`src/rtl/core/software_timer_bank_assert.svh`:
```
// assertion macros shared by the timer bank rtl
`ifndef SOFTWARE_TIMER_BANK_ASSERT_SVH
`define SOFTWARE_TIMER_BANK_ASSERT_SVH

`ifndef SYNTHESIS

// same-cycle implication
`define STB_ASSERT_IMPL(lbl, clk, rst_n, pre, post) \
    lbl: assert property (@(posedge clk) disable iff (!(rst_n)) (pre) |-> (post)) \
        else $error("timer bank check failed");

// next-cycle implication
`define STB_ASSERT_NEXT(lbl, clk, rst_n, pre, post) \
    lbl: assert property (@(posedge clk) disable iff (!(rst_n)) (pre) |=> (post)) \
        else $error("timer bank check failed");

`else

`define STB_ASSERT_IMPL(lbl, clk, rst_n, pre, post)
`define STB_ASSERT_NEXT(lbl, clk, rst_n, pre, post)

`endif

`endif

```
`src/rtl/core/stb_pkg.sv`:
```
package stb_pkg;

    // fixed field widths
    localparam int IDX_W    = 5;
    localparam int PERIOD_W = 16;

    // command codes
    localparam logic [1:0] OP_TICK  = 2'd0;
    localparam logic [1:0] OP_START = 2'd1;
    localparam logic [1:0] OP_STOP  = 2'd2;

    typedef struct packed {
        logic [1:0]          opcode;
        logic [IDX_W-1:0]    timer_index;
        logic [PERIOD_W-1:0] period_ticks;
        logic                periodic;
    } t_cmd;

    typedef struct packed {
        logic [IDX_W-1:0] expired_index;
        logic             last_of_run;
    } t_result;

    typedef enum logic {
        ST_IDLE,
        ST_WALK
    } t_state;

endpackage

```
`src/rtl/core/stb_ram.sv`:
```
module stb_ram #(
    parameter int WIDTH = 16,
    parameter int DEPTH = 32,
    localparam int ADDR_W = (DEPTH > 1) ? $clog2(DEPTH) : 1
) (
    input  logic              i_clk,
    input  logic              i_we,
    input  logic [ADDR_W-1:0] i_waddr,
    input  logic [WIDTH-1:0]  i_wdata,
    input  logic [ADDR_W-1:0] i_raddr,
    output logic [WIDTH-1:0]  o_rdata
);

    logic [WIDTH-1:0] r_mem [DEPTH];
    logic [WIDTH-1:0] r_rdata;

    // one write port, one registered read port
    always_ff @(posedge i_clk) begin
        if (i_we) begin
            r_mem[i_waddr] <= i_wdata;
        end
        r_rdata <= r_mem[i_raddr];
    end

    assign o_rdata = r_rdata;

endmodule

```
`src/rtl/core/software_timer_bank.sv`:
```
// start/stop: a single transfer, busy stays low, no results
// tick: busy for the whole walk, one decrementer walks the countdown memory
// one timer per cycle through its registered read port; next transfer once busy is low
// each expiry is held until the next one or the end of the walk, then strobed from a register;
// the last one comes in the first cycle with busy low
// synchronous active-low reset idles every timer at once through per-timer valid bits
`include "software_timer_bank_assert.svh"

module software_timer_bank #(
    parameter int NUM_TIMERS  = 32,
    parameter int COUNT_WIDTH = 16
) (
    input  logic            i_clk,
    input  logic            i_rst_n,
    input  logic            start,
    input  stb_pkg::t_cmd   i_cmd,
    output logic            busy,
    output logic            o_strobe,
    output stb_pkg::t_result o_result
);

    localparam int AW = (NUM_TIMERS > 1) ? $clog2(NUM_TIMERS) : 1;
    localparam int CW = $clog2(NUM_TIMERS + 1);
    localparam int RW = COUNT_WIDTH + 1;

    stb_pkg::t_state           r_state, n_state;
    logic [NUM_TIMERS-1:0]     r_valid, n_valid;
    logic [CW-1:0]             r_rd_cnt, n_rd_cnt;
    logic                      r_s1_vld, n_s1_vld;
    logic [AW-1:0]             r_s1_idx, n_s1_idx;
    logic                      r_pend_vld, n_pend_vld;
    logic [stb_pkg::IDX_W-1:0] r_pend_idx, n_pend_idx;
    logic                      r_strobe, n_strobe;
    stb_pkg::t_result          r_result, n_result;

    logic                   cnt_we;
    logic [AW-1:0]          cnt_waddr;
    logic [COUNT_WIDTH-1:0] cnt_wdata;
    logic [COUNT_WIDTH-1:0] cnt_rdata;
    logic                   rel_we;
    logic [AW-1:0]          rel_waddr;
    logic [RW-1:0]          rel_wdata;
    logic [RW-1:0]          rel_rdata;
    logic [AW-1:0]          rd_addr;
    logic [COUNT_WIDTH-1:0] cur_cnt;
    logic [COUNT_WIDTH-1:0] dec_cnt;
    logic                   cmd_in_range;
    logic [AW-1:0]          cmd_addr;

    // countdown store, valid bit gates entries never started or since stopped
    stb_ram #(.WIDTH(COUNT_WIDTH), .DEPTH(NUM_TIMERS)) u_cnt_ram (
        .i_clk   (i_clk),
        .i_we    (cnt_we),
        .i_waddr (cnt_waddr),
        .i_wdata (cnt_wdata),
        .i_raddr (rd_addr),
        .o_rdata (cnt_rdata)
    );

    // reload period and repeat flag, written on start only
    stb_ram #(.WIDTH(RW), .DEPTH(NUM_TIMERS)) u_rel_ram (
        .i_clk   (i_clk),
        .i_we    (rel_we),
        .i_waddr (rel_waddr),
        .i_wdata (rel_wdata),
        .i_raddr (rd_addr),
        .o_rdata (rel_rdata)
    );

    assign rd_addr      = r_rd_cnt[AW-1:0];
    assign cur_cnt      = r_valid[r_s1_idx] ? cnt_rdata : '0;
    assign dec_cnt      = cur_cnt - COUNT_WIDTH'(1);
    assign cmd_in_range = (32'(i_cmd.timer_index) < NUM_TIMERS);
    assign cmd_addr     = AW'(i_cmd.timer_index);

    assign busy     = (r_state != stb_pkg::ST_IDLE);
    assign o_strobe = r_strobe;
    assign o_result = r_result;

    // control registers
    always_ff @(posedge i_clk) begin
        if (!i_rst_n) begin
            r_state    <= stb_pkg::ST_IDLE;
            r_valid    <= '0;
            r_rd_cnt   <= '0;
            r_s1_vld   <= 1'b0;
            r_pend_vld <= 1'b0;
            r_strobe   <= 1'b0;
        end else begin
            r_state    <= n_state;
            r_valid    <= n_valid;
            r_rd_cnt   <= n_rd_cnt;
            r_s1_vld   <= n_s1_vld;
            r_pend_vld <= n_pend_vld;
            r_strobe   <= n_strobe;
        end
    end

    // payload registers
    always_ff @(posedge i_clk) begin
        r_s1_idx   <= n_s1_idx;
        r_pend_idx <= n_pend_idx;
        r_result   <= n_result;
    end

    // sequencer: command decode, countdown walk, expiry reporting
    always_comb begin
        n_state    = r_state;
        n_valid    = r_valid;
        n_rd_cnt   = r_rd_cnt;
        n_s1_vld   = 1'b0;
        n_s1_idx   = r_s1_idx;
        n_pend_vld = r_pend_vld;
        n_pend_idx = r_pend_idx;
        n_strobe   = 1'b0;
        n_result   = r_result;
        cnt_we     = 1'b0;
        cnt_waddr  = cmd_addr;
        cnt_wdata  = COUNT_WIDTH'(i_cmd.period_ticks);
        rel_we     = 1'b0;
        rel_waddr  = cmd_addr;
        rel_wdata  = {i_cmd.periodic, COUNT_WIDTH'(i_cmd.period_ticks)};

        case (r_state)
            stb_pkg::ST_IDLE: begin
                if (start) begin
                    case (i_cmd.opcode)
                        stb_pkg::OP_TICK: begin
                            n_state  = stb_pkg::ST_WALK;
                            n_rd_cnt = '0;
                        end
                        stb_pkg::OP_START: begin
                            if (cmd_in_range) begin
                                cnt_we            = 1'b1;
                                rel_we            = 1'b1;
                                n_valid[cmd_addr] = 1'b1;
                            end
                        end
                        stb_pkg::OP_STOP: begin
                            if (cmd_in_range) begin
                                n_valid[cmd_addr] = 1'b0;
                            end
                        end
                        default: begin
                        end
                    endcase
                end
            end
            stb_pkg::ST_WALK: begin
                // issue the next read
                if (r_rd_cnt != CW'(NUM_TIMERS)) begin
                    n_rd_cnt = r_rd_cnt + CW'(1);
                    n_s1_vld = 1'b1;
                    n_s1_idx = r_rd_cnt[AW-1:0];
                end
                // decrement the timer whose data just came back
                if (r_s1_vld && (cur_cnt != '0)) begin
                    cnt_we    = 1'b1;
                    cnt_waddr = r_s1_idx;
                    cnt_wdata = dec_cnt;
                    if (dec_cnt == '0) begin
                        if (rel_rdata[COUNT_WIDTH]) begin
                            cnt_wdata = rel_rdata[COUNT_WIDTH-1:0];
                        end
                        // release the held expiry, hold this one
                        if (r_pend_vld) begin
                            n_strobe = 1'b1;
                            n_result = '{expired_index: r_pend_idx, last_of_run: 1'b0};
                        end
                        n_pend_vld = 1'b1;
                        n_pend_idx = stb_pkg::IDX_W'(r_s1_idx);
                    end
                end
                // walk done: flush the held expiry as the last one
                if (!r_s1_vld && (r_rd_cnt == CW'(NUM_TIMERS))) begin
                    if (r_pend_vld) begin
                        n_strobe = 1'b1;
                        n_result = '{expired_index: r_pend_idx, last_of_run: 1'b1};
                    end
                    n_pend_vld = 1'b0;
                    n_state    = stb_pkg::ST_IDLE;
                end
            end
            default: begin
                n_state = stb_pkg::ST_IDLE;
            end
        endcase
    end

    // checks
    `STB_ASSERT_IMPL(a_pend_only_walk, i_clk, i_rst_n, r_state == stb_pkg::ST_IDLE, !r_pend_vld)
    `STB_ASSERT_IMPL(a_s1_after_read, i_clk, i_rst_n, r_s1_vld, r_rd_cnt != '0)
    `STB_ASSERT_IMPL(a_strobe_from_walk, i_clk, i_rst_n, r_strobe, $past(r_state == stb_pkg::ST_WALK))
    `STB_ASSERT_NEXT(a_tick_busy, i_clk, i_rst_n, start && !busy && i_cmd.opcode == stb_pkg::OP_TICK, busy)
    `STB_ASSERT_NEXT(a_last_ends_run, i_clk, i_rst_n, r_strobe && r_result.last_of_run, !r_strobe)

endmodule
```
`config.mk`:
```
export PLATFORM = sky130hd
export DESIGN_NAME = software_timer_bank
export DESIGN_NICKNAME = d
export VERILOG_FILES = /design/src/rtl/core/stb_pkg.sv /design/src/rtl/core/stb_ram.sv /design/src/rtl/core/software_timer_bank.sv
export VERILOG_INCLUDE_DIRS = /design/src /design/src/rtl/core
export SDC_FILE = /design/constraint.sdc
export NUM_CORES = 1
export LEC_CHECK = 0
export BUFFER_PORTS_ARGS = -buffer_cell sky130_fd_sc_hd__buf_4
export CAP_MARGIN = 5
export CORE_MARGIN = 2
export CORE_UTILIZATION = 38
export DETAILED_ROUTE_END_ITERATION = 8
export HOLD_SLACK_MARGIN = 0.05
export PLACE_DENSITY = 0.55
export SETUP_SLACK_MARGIN = 0.05
export SYNTH_ARGS = -nofsm -noshare
export SYNTH_HDL_FRONTEND = slang
export SYNTH_SLANG_ARGS = --single-unit
```
`constraint.sdc`:
```
create_clock -name i_clk -period 10.6 [get_ports i_clk]
set_clock_uncertainty 0.15 [all_clocks]
set_input_delay 0.53 -clock i_clk [delete_from_list [all_inputs] [get_ports i_clk]]
set_output_delay 0.53 -clock i_clk [all_outputs]
set_load 0.02 [all_outputs]
```
== Yosys cells after proc, flatten, opt, wreduce, memory -nomap -nowiden ==
Memories as Yosys holds them, arrays and structs flattened. A register that Yosys moved wholly into a read port is not among the register bits.
Cells that the tools add are included.
Storage, ports and cells
  bits of input ports: 27
  word-level logic and storage cells: 87
  latch bits: 0
  bits in read-only memories: 0
  register bits: 58
  output and inout port bits: 8
  memories kept: 2
  bits in writable memories: 1056
Operators by class
  eq/ne operators: 7
  mux-type cells: 43
  $lt $le $gt $ge: 3
  bitwise gates (word level): 4
  reductions and logical operators: 16
  add/subtract/negate cells: 2
  div/mod/pow operators: 0
  shift-type cells: 0
  multipliers: 0
Memory list
  u_rel_ram.r_mem: words 32, width 17, rd ports 1, clocked after Yosys merged registers in 1, wr ports 1, line stb_ram.sv:14  | logic [WIDTH-1:0] r_mem [DEPTH];
  u_cnt_ram.r_mem: words 32, width 16, rd ports 1, clocked after Yosys merged registers in 1, wr ports 1, line stb_ram.sv:14
Operators by type and width (count)
  $mux 16: 5
  $pmux 32 s2: 1
  $mux 6: 8
  $and 32x32->32: 1
  $not 32->32: 1
  $or 32x32->32: 1
  $mux 1: 22
  $logic_not 16->1: 1
  $reduce_bool 16->1: 1
  $sub 16x1->16 const B: 1
  $lt 5x6->1 const B: 2
  $pmux 6 s2: 1
  $reduce_and 3->1: 4
  $mux 5: 2
  $add 6x1->6 const B: 1
  $eq 6x6->1 const B: 1
  $ne 6x6->1 const B: 1
  $reduce_bool 2->1: 3
  $bmux 1 s5: 1
  $demux 1 s5: 1
  $ge 5x1->1 const B: 1
  $ne 2x1->1 const B: 2
  $pmux 1 s2: 2
  $reduce_and 2->1: 2
  other kinds (7): 9

== Logic depth before layout (Yosys ltp) ==
Gate-level depths: netlist of the first run.
  depth after elaboration: 9
  depth in mapped cells: 19
  mapped depth without buffers: 14

== Cells and area by module ==
From an unflattened synthesis of the first run, not the netlist that was laid out.
Second synthesis, totals
  cells, all modules: 2806
  area, all modules: 46133.0 um^2
By module, submodules not included
  stb_ram at u_rel_ram: area an instance 21737.1 um^2, seq. area each 16676.0 um^2, instances 1, cells each 1212
  stb_ram at u_cnt_ram: area an instance 20534.7 um^2, seq. area each 15695.1 um^2, instances 1, cells each 1143
  software_timer_bank: area an instance 3861.2 um^2, seq. area each 1321.3 um^2, instances 1, cells each 451

== Worst setup path before layout of the first run ==
Ideal clock, no wire load.
  path kind: register to register
  start point: register r_s1_idx[0]
  end point: memory u_cnt_ram.r_mem[0][1] (data pin)
  arrival time: 4.238 ns
  stages on the path, launching flop included: 20
  clock period less this slack: 4.785 ns
  slack: 5.815 ns
  path buffers: 5
  data required time: 10.052 ns
  setup time: 0.398 ns
  path through: edfxtp_1 > buf_4 > mux2i_1 > nand2_1 > nand3_1 > o41ai_2 > or2_2 > clkbuf_1 > buf_2 > nand2_1 > ha_1 > clkbuf_1 > nor2_1 > nand3_1 > o21ai_0 > nand3_1 > nor4b_4 > buf_6 > nand2_1 > a31oi_1
On the way
  word-level cells in the longest chain between the ends: 8
  elaborated cells between the ends (all ways): 11
  classes of those cells: add/sub: 1; mux: 7; reduce/logical: 3
RTL lines
  from (decl): line software_timer_bank.sv:30  | logic [AW-1:0] r_s1_idx, n_s1_idx;
  from (signal assigned): line software_timer_bank.sv:101  | r_s1_idx <= n_s1_idx;
  $bmux 1 s5 *: line software_timer_bank.sv:71  | assign cur_cnt = r_valid[r_s1_idx] ? cnt_rdata : '0;
  $mux 1 (not written as such) *: line software_timer_bank.sv:71
  $mux 16 *: line software_timer_bank.sv:71
  $sub 16x1->16: line software_timer_bank.sv:72  | assign dec_cnt = cur_cnt - COUNT_WIDTH'(1);
  $logic_not 16->1 or $mux 16 (tied branches): line software_timer_bank.sv:161, software_timer_bank.sv:162
  $mux 16: line software_timer_bank.sv:161  | if (dec_cnt == '0) begin
  $mux 16 *: line software_timer_bank.sv:157  | if (r_s1_vld && (cur_cnt != '0)) begin
  $mux 16 *: line software_timer_bank.sv:124  | case (r_state)
  named net cnt_wdata[1]: line software_timer_bank.sv:38  | logic [COUNT_WIDTH-1:0] cnt_wdata;
  to (decl): line stb_ram.sv:14
The timed path passes the listed nets; every way through them passes the cells marked *. The select of a mux whose other input is x is not followed.

== Worst setup path in the final report of the first run ==
  start point: register r_s1_idx[0]
  end point: memory u_cnt_ram.r_mem[28][3] (netlist: u_cnt_ram.r_mem[14][3]) (data pin)
The elaborated chain is that of the path after synthesis.

==> run_results.csv, run 1 <==
group,metric,value,unit
outcome,status,"finished, final reports clean",
placement,dp_cells,3582,
logic_synthesis,syn_inst,2091,
clock_network,h-tree-depth,3,
global_route,first_global_vias,22064,
logic_synthesis,yosysSeqAreaShare,75.5,%
sta,hold_viol,0,
sta,clock.fmax,0.163,GHz
cells_and_area,drive_gt1_share,31.3,%
worst_setup_path,cp_data_arrival_time,6.27,ns
global_route,grt_max_degree,94,
pwr,power-per-cell-area,178,mW/mm²
floorplan,core_area,0.116,mm²
floorplan,die-area,0.120,mm²
logic_synthesis,syn_area,0.0446,mm²
global_route,grt.busiest_layer,"met2",
worst_setup_path,critPathMaxFanout,32,
cells_and_area,finalInstanceArea,0.0509,mm²
sta,grt_setup_unrepaired,"false",
drt,wirelength,111000,µm
worst_setup_path,cp-start-kind,"register",
global_route,grt_usage,18.5,%
logic_synthesis,synth_flop_cell,"edfxtp_1",
cells_and_area,n_antenna_cell,0,
logic_synthesis,syn_avg_cell_area,21.3,µm²
sta,setup_viol_count_final,0,
global_route,use_met2,30.8,%
sta,fin_crit,6.12,ns
sta,worstMarginPinSlew,1.43,ns
floorplan,die_width,347,µm
clock_network,cts_sinks,1147,
cells_and_area,final_nets,2212,
drt,dr.pass1.iters,6,
cells_and_area,final_cells,3796,
drt,dr_total_vias,21430,
drt,drt-wirelength-per-cell,29.2,µm
floorplan,initial_core_util,38.3,%
cells_and_area,area_delta_synth_final,14.0,%
placement,io_buffers,34,
drt,detail-route-antenna-nets,0,
pwr,power.leakage,15.1,nW
global_route,overflow,0,
clock_network,clk_path_buf_depth,3,
drt,viasPerCell,5.65,
sta,setup_tns,0,ns
logic_synthesis,synth-edff-count,1072,
drt,drc_errors,0,
clock_network,clock_latency,0.68,ns
flow_run,cap_violations,0,
global_route,grt_pass1_wl,159000,µm
worst_setup_path,cp-end-kind,"register",
pwr,ir_drop,0.130,mV
logic_synthesis,ys.warnings.count,0,
global_route,gr-usage-met3,3.36,%
sta,slew_viol_final,0,
placement,place_area,0.0473,mm²
worst_setup_path,worstPathRequired,10.75,ns
logic_synthesis,synth.distinct_cells,62,
clock_network,ctsResizeCount,0,
drt,drtIter0Drc,2048,
worst_setup_path,critPathKind,"register to register",
placement,place_hpwl,60800,µm
worst_hold_path,hold_class,"input port to register",
logic_synthesis,ys_async_sr_fraction,0,%
logic_synthesis,synth-seq-cells,1147,
logic_synthesis,syn_nets,2126,
clock_network,postCtsHoldBufs,0,
clock_network,cts_setup_buffers,0,
global_route,use_met1,24.8,%
floorplan,num_rows,125,
placement,gp_congestion,0.884,
clock_network,cts-root-buf,"clkbuf_16",
clock_network,clkTransAtPathRegs,0.06,ns
floorplan,io_pins,35,
floorplan,chipHeight,347,µm
global_route,antenna_found_initial,2,
clock_network,numCtsBuffers,112,
clock_network,cts_tree,"yes",
sta,relSlewSlack,4.23,%
sta,whs,0.127,ns
sta,fin_crit_sh,57.7,%
==> state kept, by name (all words and copies together) (netlist names), named ones only <==
name and flops:
u_rel_ram.r_mem 544, u_cnt_ram.r_mem 512, u_rel_ram.o_rdata 17, u_cnt_ram.o_rdata 16, r_rd_cnt 6, r_pend_idx 5, r_s1_idx 5, busy 1
o_strobe 1, r_pend_vld 1, r_s1_vld 1
==> worst paths after layout <==
path / depth (start not counted) / end / start / slack (ns)
worst max-delay path: 15 / u_cnt_ram.r_mem[14][3]$_DFFE_PP_ / r_s1_idx[0]$_DFFE_PP_ / 4.48
worst min-delay path: 1 / u_rel_ram.r_mem[31][16]$_DFFE_PP_ / i_cmd[0] / 0.13
worst max register to register: 15 / u_cnt_ram.r_mem[14][3]$_DFFE_PP_ / r_s1_idx[0]$_DFFE_PP_ / 4.48
worst min register to register: 2 / register / register / 0.34
==> area by class of cell <==
class / count / area, µm²
multi-input combinational: 814 / 11000
clock inverter: 62 / 433
tap: 1524 / 1910
timing repair buffer: 90 / 722
fill: 9911 / 65500
clock buffer: 147 / 3010
sequential: 1147 / 33700
inverter: 12 / 45.0
==> layer usage <==
layer / vias to the layer above / wire (µm)
met5: - / 13
li1: 8942 / -
met2: 683 / 55300
met4: 2 / 3010
met3: 180 / 6420
met1: 11623 / 46200
==> where the power goes <==
part	total, mW	internal [mW]	switching (mW)
combinational	0.303	0.117	0.185
sequential	4.98	4.96	0.0177
clock	3.76	2.11	1.66
total	9.05	7.19	1.86
==> cell usage in the layout (no fill, tap or decap), types with 6 or more instances in the layout <==
cell type,count
edfxtp_1,1072
o22ai_4,33
clkbuf_16,114
nand2_1,55
inv_1,12
clkinv_1,28
nor2_2,32
nor2_1,74
and3_1,8
ha_1,8
nor3_1,7
nand3b_1,6
o21ai_0,42
or2_2,7
mux2i_1,14
dfxtp_1,70
buf_4,84
nand3_1,18
nor4_1,6
mux4_2,330
clkinv_2,25
nor2b_1,8
and2_1,12
clkbuf_1,30
mux2_2,38
a21oi_2,7
a21oi_1,37
xor2_1,7
==> synth_stat cells (2+ instances only) <==
cell type	instances	area, µm²
clkbuf_1	80	300
a22oi_1	3	22.5
buf_2	16	80.1
nor3_1	7	35.0
nand3b_1	6	45.0
nor3b_1	3	22.5
dfxtp_1	75	1500
mux4_2	330	7430
nand4_1	4	25.0
and3_1	8	50.1
nor4_1	6	37.5
o22ai_1	33	206
nand3_1	19	95.1
nor2_1	106	398
and3b_1	2	17.5
and2_1	12	75.1
nand2b_1	2	12.5
or3_1	2	12.5
mux2i_1	14	140
nor2b_1	8	50.1
xor2_1	7	61.3
nand2_1	55	206
or2_2	7	43.8
edfxtp_1	1072	32200
buf_6	2	22.5
a21boi_0	2	15.0
a21o_1	2	15.0
mux2_2	38	428
xnor2_1	5	43.8
a211oi_1	5	37.5
ha_1	8	100
and4_1	2	17.5
o21ai_0	42	210
a21oi_1	43	215
buf_1	19	71.3
a31oi_1	9	56.3
inv_1	12	45.0
==> cells by family (layout without fill, tap and decap cells) <==
| family | count (synthesis) | after routing | synth area share, % |
|---|---|---|---|
| compound gates | 153 | 153 | 2.07 |
| buf+inv | 130 | 311 | 1.18 |
| xor+xnor | 12 | 12 | 0.236 |
| flops | 1147 | 1147 | 75.5 |
| simple gates | 257 | 257 | 2.80 |
| mux | 384 | 384 | 18.0 |
| fa+ha+maj | 8 | 8 | 0.224 |
==> per-stage QoR <==
step                      power, mW  utilization (%)  worst slack (ns)
final                          9.05             43.7              4.48
after global routing           9.33             43.7              4.01
after CTS                      9.12             43.6              4.45
after detailed placement       5.38             40.7              4.46
after global placement         5.37             40.7              4.76
after floorplan                5.25                -              5.81
==> critical path, stage by stage (launching register included) <==
cell and delay, ns:
edfxtp_1 1.02, mux2i_1 0.22, nand2_1 0.12, nand3_1 0.09, o31ai_1 0.44, or2_2 0.44
nand2_1 0.20, ha_1 0.49, nor3_1 0.27, a21oi_1 0.07, o21ai_0 0.23, nand3_1 0.17
nor4b_4 0.36, buf_4 0.30, nand2_1 0.10, a41oi_2 1.01
(Power assumes the default switching activity.)
==> run 2: changes to the inputs <==
- PLACE_DENSITY: 0.55 -> 0.57
- clock period: 10.6 -> 5.2 ns (I/O delays scaled with it)
==> run_results.csv, run 2 (synthesis gave the netlist of run 1 again) <==
group,metric,value,unit
floorplan,chipHeight,347,µm
global_route,first_global_vias,22627,
sta,slew_viol_final,0,
cells_and_area,finalInstanceArea,0.0516,mm²
pwr,p_comb_share,3.4,%
global_route,antenna_found_initial,5,
worst_setup_path,cp-end-kind,"register",
drt,dr.pass1.iters,5,
worst_setup_path,cpLargestDelayFamily,"simple AND/OR/NAND/NOR gates",
clock_network,clock_latency,0.70,ns
drt,drt-wirelength-per-cell,29.1,µm
global_route,overflow,0,
clock_network,clk_path_buf_depth,3,
floorplan,num_rows,125,
placement,dp_cells,3649,
drt,dr_total_vias,22106,
cells_and_area,largest_reg_flops,544,
global_route,grt_pass1_wl,162000,µm
cells_and_area,regMostFlops,"u_rel_ram.r_mem",
pwr,switching_share,20.4,%
worst_setup_path,critPathMaxFanout,32,
drt,drtIter0Drc,2284,
floorplan,core_area,0.116,mm²
sta,fin_crit_sh,91.2,%
sta,setup_tns,0,ns
drt,wirelength,113000,µm
pwr,finalPower,18.8,mW
cells_and_area,area_delta_synth_final,15.6,%
cells_and_area,final_nets,2305,
worst_setup_path,path_common_cell,"nand3_1",
placement,io_buffers,34,
placement,gp_congestion,0.863,
worst_setup_path,cp_data_arrival_time,4.94,ns
pwr,p_int,14.9,mW
pwr,power.leakage,15.6,nW
clock_network,cts_tree,"yes",
pwr,power_frac_seq,54.1,%
global_route,grt_usage,18.8,%
clock_network,numCtsBuffers,115,
placement,place_area,0.0477,mm²
worst_setup_path,worstPathRequired,5.40,ns
floorplan,initial_core_util,38.3,%
outcome,status,"finished, final reports clean",
sta,hold_viol,0,
cells_and_area,mostFrequentLayoutCell,"edfxtp_1",
sta,fin_crit,4.74,ns
worst_setup_path,worstPathCellList,"buf_12 -> mux2i_1 -> nand3_1 -> nand3_1 -> o31ai_1 -> or2_2 -> nand2_1 -> ha_1 -> buf_4 -> nor2_1 -> o22ai_1 -> o221a_4 -> nor4b_4 -> mux2_4 -> mux2_2",
cells_and_area,final_cell_mix,"edfxtp_1, mux4_2, buf_4, clkbuf_16, nor2_1",
clock_network,clkTransAtPathRegs,0.06,ns
clock_network,cts_sinks,1147,
clock_network,cts-root-buf,"clkbuf_16",
drt,viasPerCell,5.68,
floorplan,die_width,347,µm
floorplan,die-area,0.120,mm²
pwr,power-per-cell-area,364,mW/mm²
worst_setup_path,cp-start-kind,"register",
pwr,clkPwrFrac,42.5,%
drt,drc_errors,0,
global_route,grt_max_degree,66,
worst_setup_path,critPathBufInv,2,
sta,clock.fmax,0.211,GHz
floorplan,io_pins,35,
cells_and_area,drive_gt1_share,33.3,%
drt,detail-route-antenna-nets,0,
pwr,switchingPower,3.83,mW
sta,relSlewSlack,20.6,%
pwr,ir_drop,0.273,mV
clock_network,h-tree-depth,3,
worst_setup_path,critPathSlowestCell,"edfxtp_1",
flow_run,cap_violations,0,
sta,setup_viol_count_final,0,
worst_setup_path,critPathKind,"register to register",
sta,worstMarginPinSlew,1.19,ns
sta,grt_setup_unrepaired,"false",
worst_setup_path,max_stage_delay,0.52,ns
worst_hold_path,hold_class,"input port to register",
cells_and_area,final_cells,3891,
placement,place_hpwl,63300,µm
run 2: cell type report:
type	count	area, µm²
Inverter	12	45.0
Antenna cell	3	7.51
Clock buffer	152	3160
Tap cell	1524	1910
Clock inverter	59	482
Multi-Input combinational cell	814	10800
Fill cell	9839	64800
Sequential cell	1147	33700
Timing Repair Buffer	180	1500
run 2: per-layer routing:
layer	routed length (µm)	part of all wire [%]	up-vias	global-route usage [%]
li1	-	-	9105	-
met1	47000	42	12062	25.9
met2	56400	50	754	31.1
met3	6760	6.0	183	2.69
met4	2980	2.6	2	5.65
met5	13	0.011	-	0
run 2: final timing paths:
path | start | end | slack (ns) | cells after the start
max | r_s1_idx[0]$_DFFE_PP_ | u_cnt_ram.r_mem[10][0]$_DFFE_PP_ | 0.46 | 15
max reg2reg | r_s1_idx[0]$_DFFE_PP_ | u_cnt_ram.r_mem[10][0]$_DFFE_PP_ | 0.46 | 15
min reg2reg | register | register | 0.34 | 2
min | i_cmd[23] | busy$_SDFF_PN0_ | 0.22 | 6
run 2: through the flow:
| step | hold WS [ns] | setup WS (ns) | utilization, % |
|---|---|---|---|
| detailed placement | 0.324 | 0.0551 | 41.0 |
| global route | 0.216 | 0.112 | 44.3 |
| floorplan | 0.209 | 0.415 | - |
| global placement | 0.312 | 0.354 | 41.0 |
| finish | 0.217 | 0.456 | 44.3 |
| CTS | 0.163 | 0.204 | 44.3 |
run 2: worst register-to-register path, stage by stage, from the launching register on:
cell and delay (ns):
edfxtp_1 0.52, buf_12 0.22, mux2i_1 0.12, nand3_1 0.09, nand3_1 0.12, o31ai_1 0.44, or2_2 0.30, nand2_1 0.14
ha_1 0.25, buf_4 0.20, nor2_1 0.11, o22ai_1 0.11, o221a_4 0.28, nor4b_4 0.52, mux2_4 0.34, mux2_2 0.49
run 2: repair_timing:
action                                  CTS  global route
buffers inserted                          0             0
gates resized for setup                   1             1
endpoints found under the hold margin   586             0
hold buffers                             27             0
endpoints found under the setup margin    7            32
run 2: power groups by stage:
stage / sequential [mW] / clock [mW] / combinational, mW
6_report: 10.2 / 7.98 / 0.635
5_1_grt: 10.2 / 8.49 / 0.687
4_1_cts: 10.2 / 8.13 / 0.645
3_5_place_dp: 10.3 / 0 / 0.626
3_3_place_gp: 10.3 / 0 / 0.606
2_1_floorplan: 10.3 / 0 / 0.381
==> run 3: changes to the inputs <==
- PLACE_DENSITY: 0.57 -> unset
- clock period: 5.2 -> 4.75 ns (I/O delays scaled with it)
==> run_results.csv, run 3 (synthesis gave the netlist of run 1 again) <==
group,metric,value,unit
global_route,grt_pass1_wl,163000,µm
clock_network,cts_sinks,1147,
worst_setup_path,crit_start,"r_s1_idx[0]$_DFFE_PP_",
cells_and_area,largest_reg_flops,544,
cells_and_area,final_cells,3906,
placement,place_ws,-0.224,ns
clock_network,cts-root-buf,"clkbuf_16",
clock_network,clock_latency,0.69,ns
cells_and_area,multi_input_area,0.0108,mm²
clock_network,clk_path_buf_depth,3,
placement,place_area,0.0477,mm²
drt,dr_total_vias,22388,
drt,viasPerCell,5.73,
cells_and_area,drive_gt1_share,34.9,%
drt,dr.pass1.iters,5,
floorplan,chipHeight,347,µm
floorplan,die-area,0.120,mm²
sta,setup_viol_count_final,0,
drt,drt-wirelength-per-cell,29.3,µm
cells_and_area,final_util,45.0,%
worst_setup_path,r2r-start,"r_s1_idx[0]$_DFFE_PP_",
global_route,antenna_found_initial,4,
cells_and_area,mostFrequentLayoutCell,"edfxtp_1",
worst_setup_path,cp-start-kind,"register",
flow_run,cap_violations,0,
global_route,overflow,0,
pwr,clkPwrFrac,45.5,%
cells_and_area,area_delta_synth_final,17.3,%
sta,setup_ws,0.273,ns
worst_hold_path,hp-start,"i_cmd[23]",
placement,place_hpwl,62700,µm
sta,clock.fmax,0.223,GHz
floorplan,core_area,0.116,mm²
global_route,grt_usage,18.9,%
placement,dp_cells,3650,
drt,drc_errors,0,
pwr,power-per-cell-area,414,mW/mm²
pwr,switching_share,19.9,%
cells_and_area,regArea,0.0337,mm²
cells_and_area,finalInstanceArea,0.0523,mm²
drt,wirelength,114000,µm
clock_network,cts_tree,"yes",
clock_network,numCtsBuffers,115,
floorplan,io_pins,35,
worst_setup_path,worstPathRequired,4.99,ns
sta,fin_crit,4.48,ns
clock_network,cts_setup_buffers,0,
pwr,power_frac_seq,51.3,%
drt,detail-route-antenna-nets,0,
sta,relSlewSlack,38.9,%
floorplan,num_rows,125,
placement,io_buffers,34,
outcome,status,"finished, final reports clean",
floorplan,initial_core_util,38.3,%
drt,drtIter0Drc,2719,
sta,hold_viol,0,
cells_and_area,final_nets,2312,
floorplan,die_width,347,µm
sta,slew_viol_final,0,
clock_network,h-tree-depth,3,
cells_and_area,regMostFlops,"u_rel_ram.r_mem",
cells_and_area,final_cell_mix,"edfxtp_1, mux4_2, buf_4, clkbuf_16, nor2_1",
worst_setup_path,critPathKind,"register to register",
worst_hold_path,hold_class,"input port to register",
worst_setup_path,cp_data_arrival_time,4.71,ns
pwr,p_int,17.4,mW
pwr,p_comb_share,3.3,%
pwr,switchingPower,4.30,mW
placement,gp_congestion,0.862,
global_route,first_global_vias,22556,
pwr,power.leakage,16.0,nW
cells_and_area,fillers,9696,
pwr,ir_drop,0.283,mV
worst_setup_path,critPathMaxFanout,32,
global_route,grt_max_degree,55,
sta,worstMarginPinSlew,0.914,ns
worst_setup_path,cp-end-kind,"register",
sta,fin_crit_sh,94.2,%
clock_network,clkTransAtPathRegs,0.06,ns
-- run 3: area by class of cell --
class	count	area share, %
Sequential cell	1147	64.4
Multi-Input combinational cell	816	20.7
Clock buffer	132	5.93
Tap cell	1524	3.64
Timing Repair Buffer	185	3.09
Clock inverter	88	2.12
Inverter	12	0.0861
Antenna cell	2	0.00956
-- run 3: worst paths after layout --
path | to | slack [ns] | cells after the start
max reg2reg | u_cnt_ram.r_mem[25][0]$_DFFE_PP_ | 0.27 | 16
max | u_cnt_ram.r_mem[25][0]$_DFFE_PP_ | 0.27 | 16
min reg2reg | register | 0.35 | 2
min | r_rd_cnt[1]$_SDFFE_PN0P_ | 0.19 | 6
-- run 3: timing repair --
item,in CTS,in global routing
hold buffers,32,0
gates cloned,0,2
setup endpoints to repair,160,192
gates resized for setup,5,5
endpoints found under the hold margin,586,0
pin swaps,0,3
-- run 3: per-layer routing --
metal  up-vias  track usage [%]  part of all wire [%]
li1       9134                -                     -
met3       213             3.14                   7.2
met4         2             6.22                   3.2
met2       974             31.5                    50
met1     12065             25.4                    40
met5         -                0                 0.011
-- run 3: power groups by stage --
stage	combinational, mW	clock, mW	sequential (mW)
CTS	0.708	10.0	11.1
floorplan	0.420	0	11.3
global route	0.760	10.4	11.1
detailed placement	0.683	0	11.3
global placement	0.661	0	11.3
finish	0.705	9.85	11.1
-- run 3: stage by stage --
| stage | hold WS (ns) | TNS [ns] | total power [mW] |
|---|---|---|---|
| 6_report | 0.187 | 0 | 21.7 |
| 5_1_grt | 0.226 | -0.885 | 22.3 |
| 4_1_cts | 0.136 | 0 | 21.9 |
| 3_5_place_dp | 0.326 | -23.86 | 12.0 |
| 3_3_place_gp | 0.318 | -1.02 | 12.0 |
| 2_1_floorplan | 0.186 | 0 | 11.7 |
-- run 3: worst max-delay path, cell delays in order (launching register included) --
cell and delay, ns:
edfxtp_1 0.42, buf_12 0.19, mux2i_1 0.16, nand2_1 0.10, nand3_1 0.12, o41ai_2 0.43, or2_4 0.25, nand2_1 0.13
ha_1 0.33, nor3_1 0.20, a21oi_1 0.06, o21ai_1 0.19, nand3_1 0.18, nor4b_4 0.34, buf_4 0.22, mux2_4 0.30
mux2_4 0.38
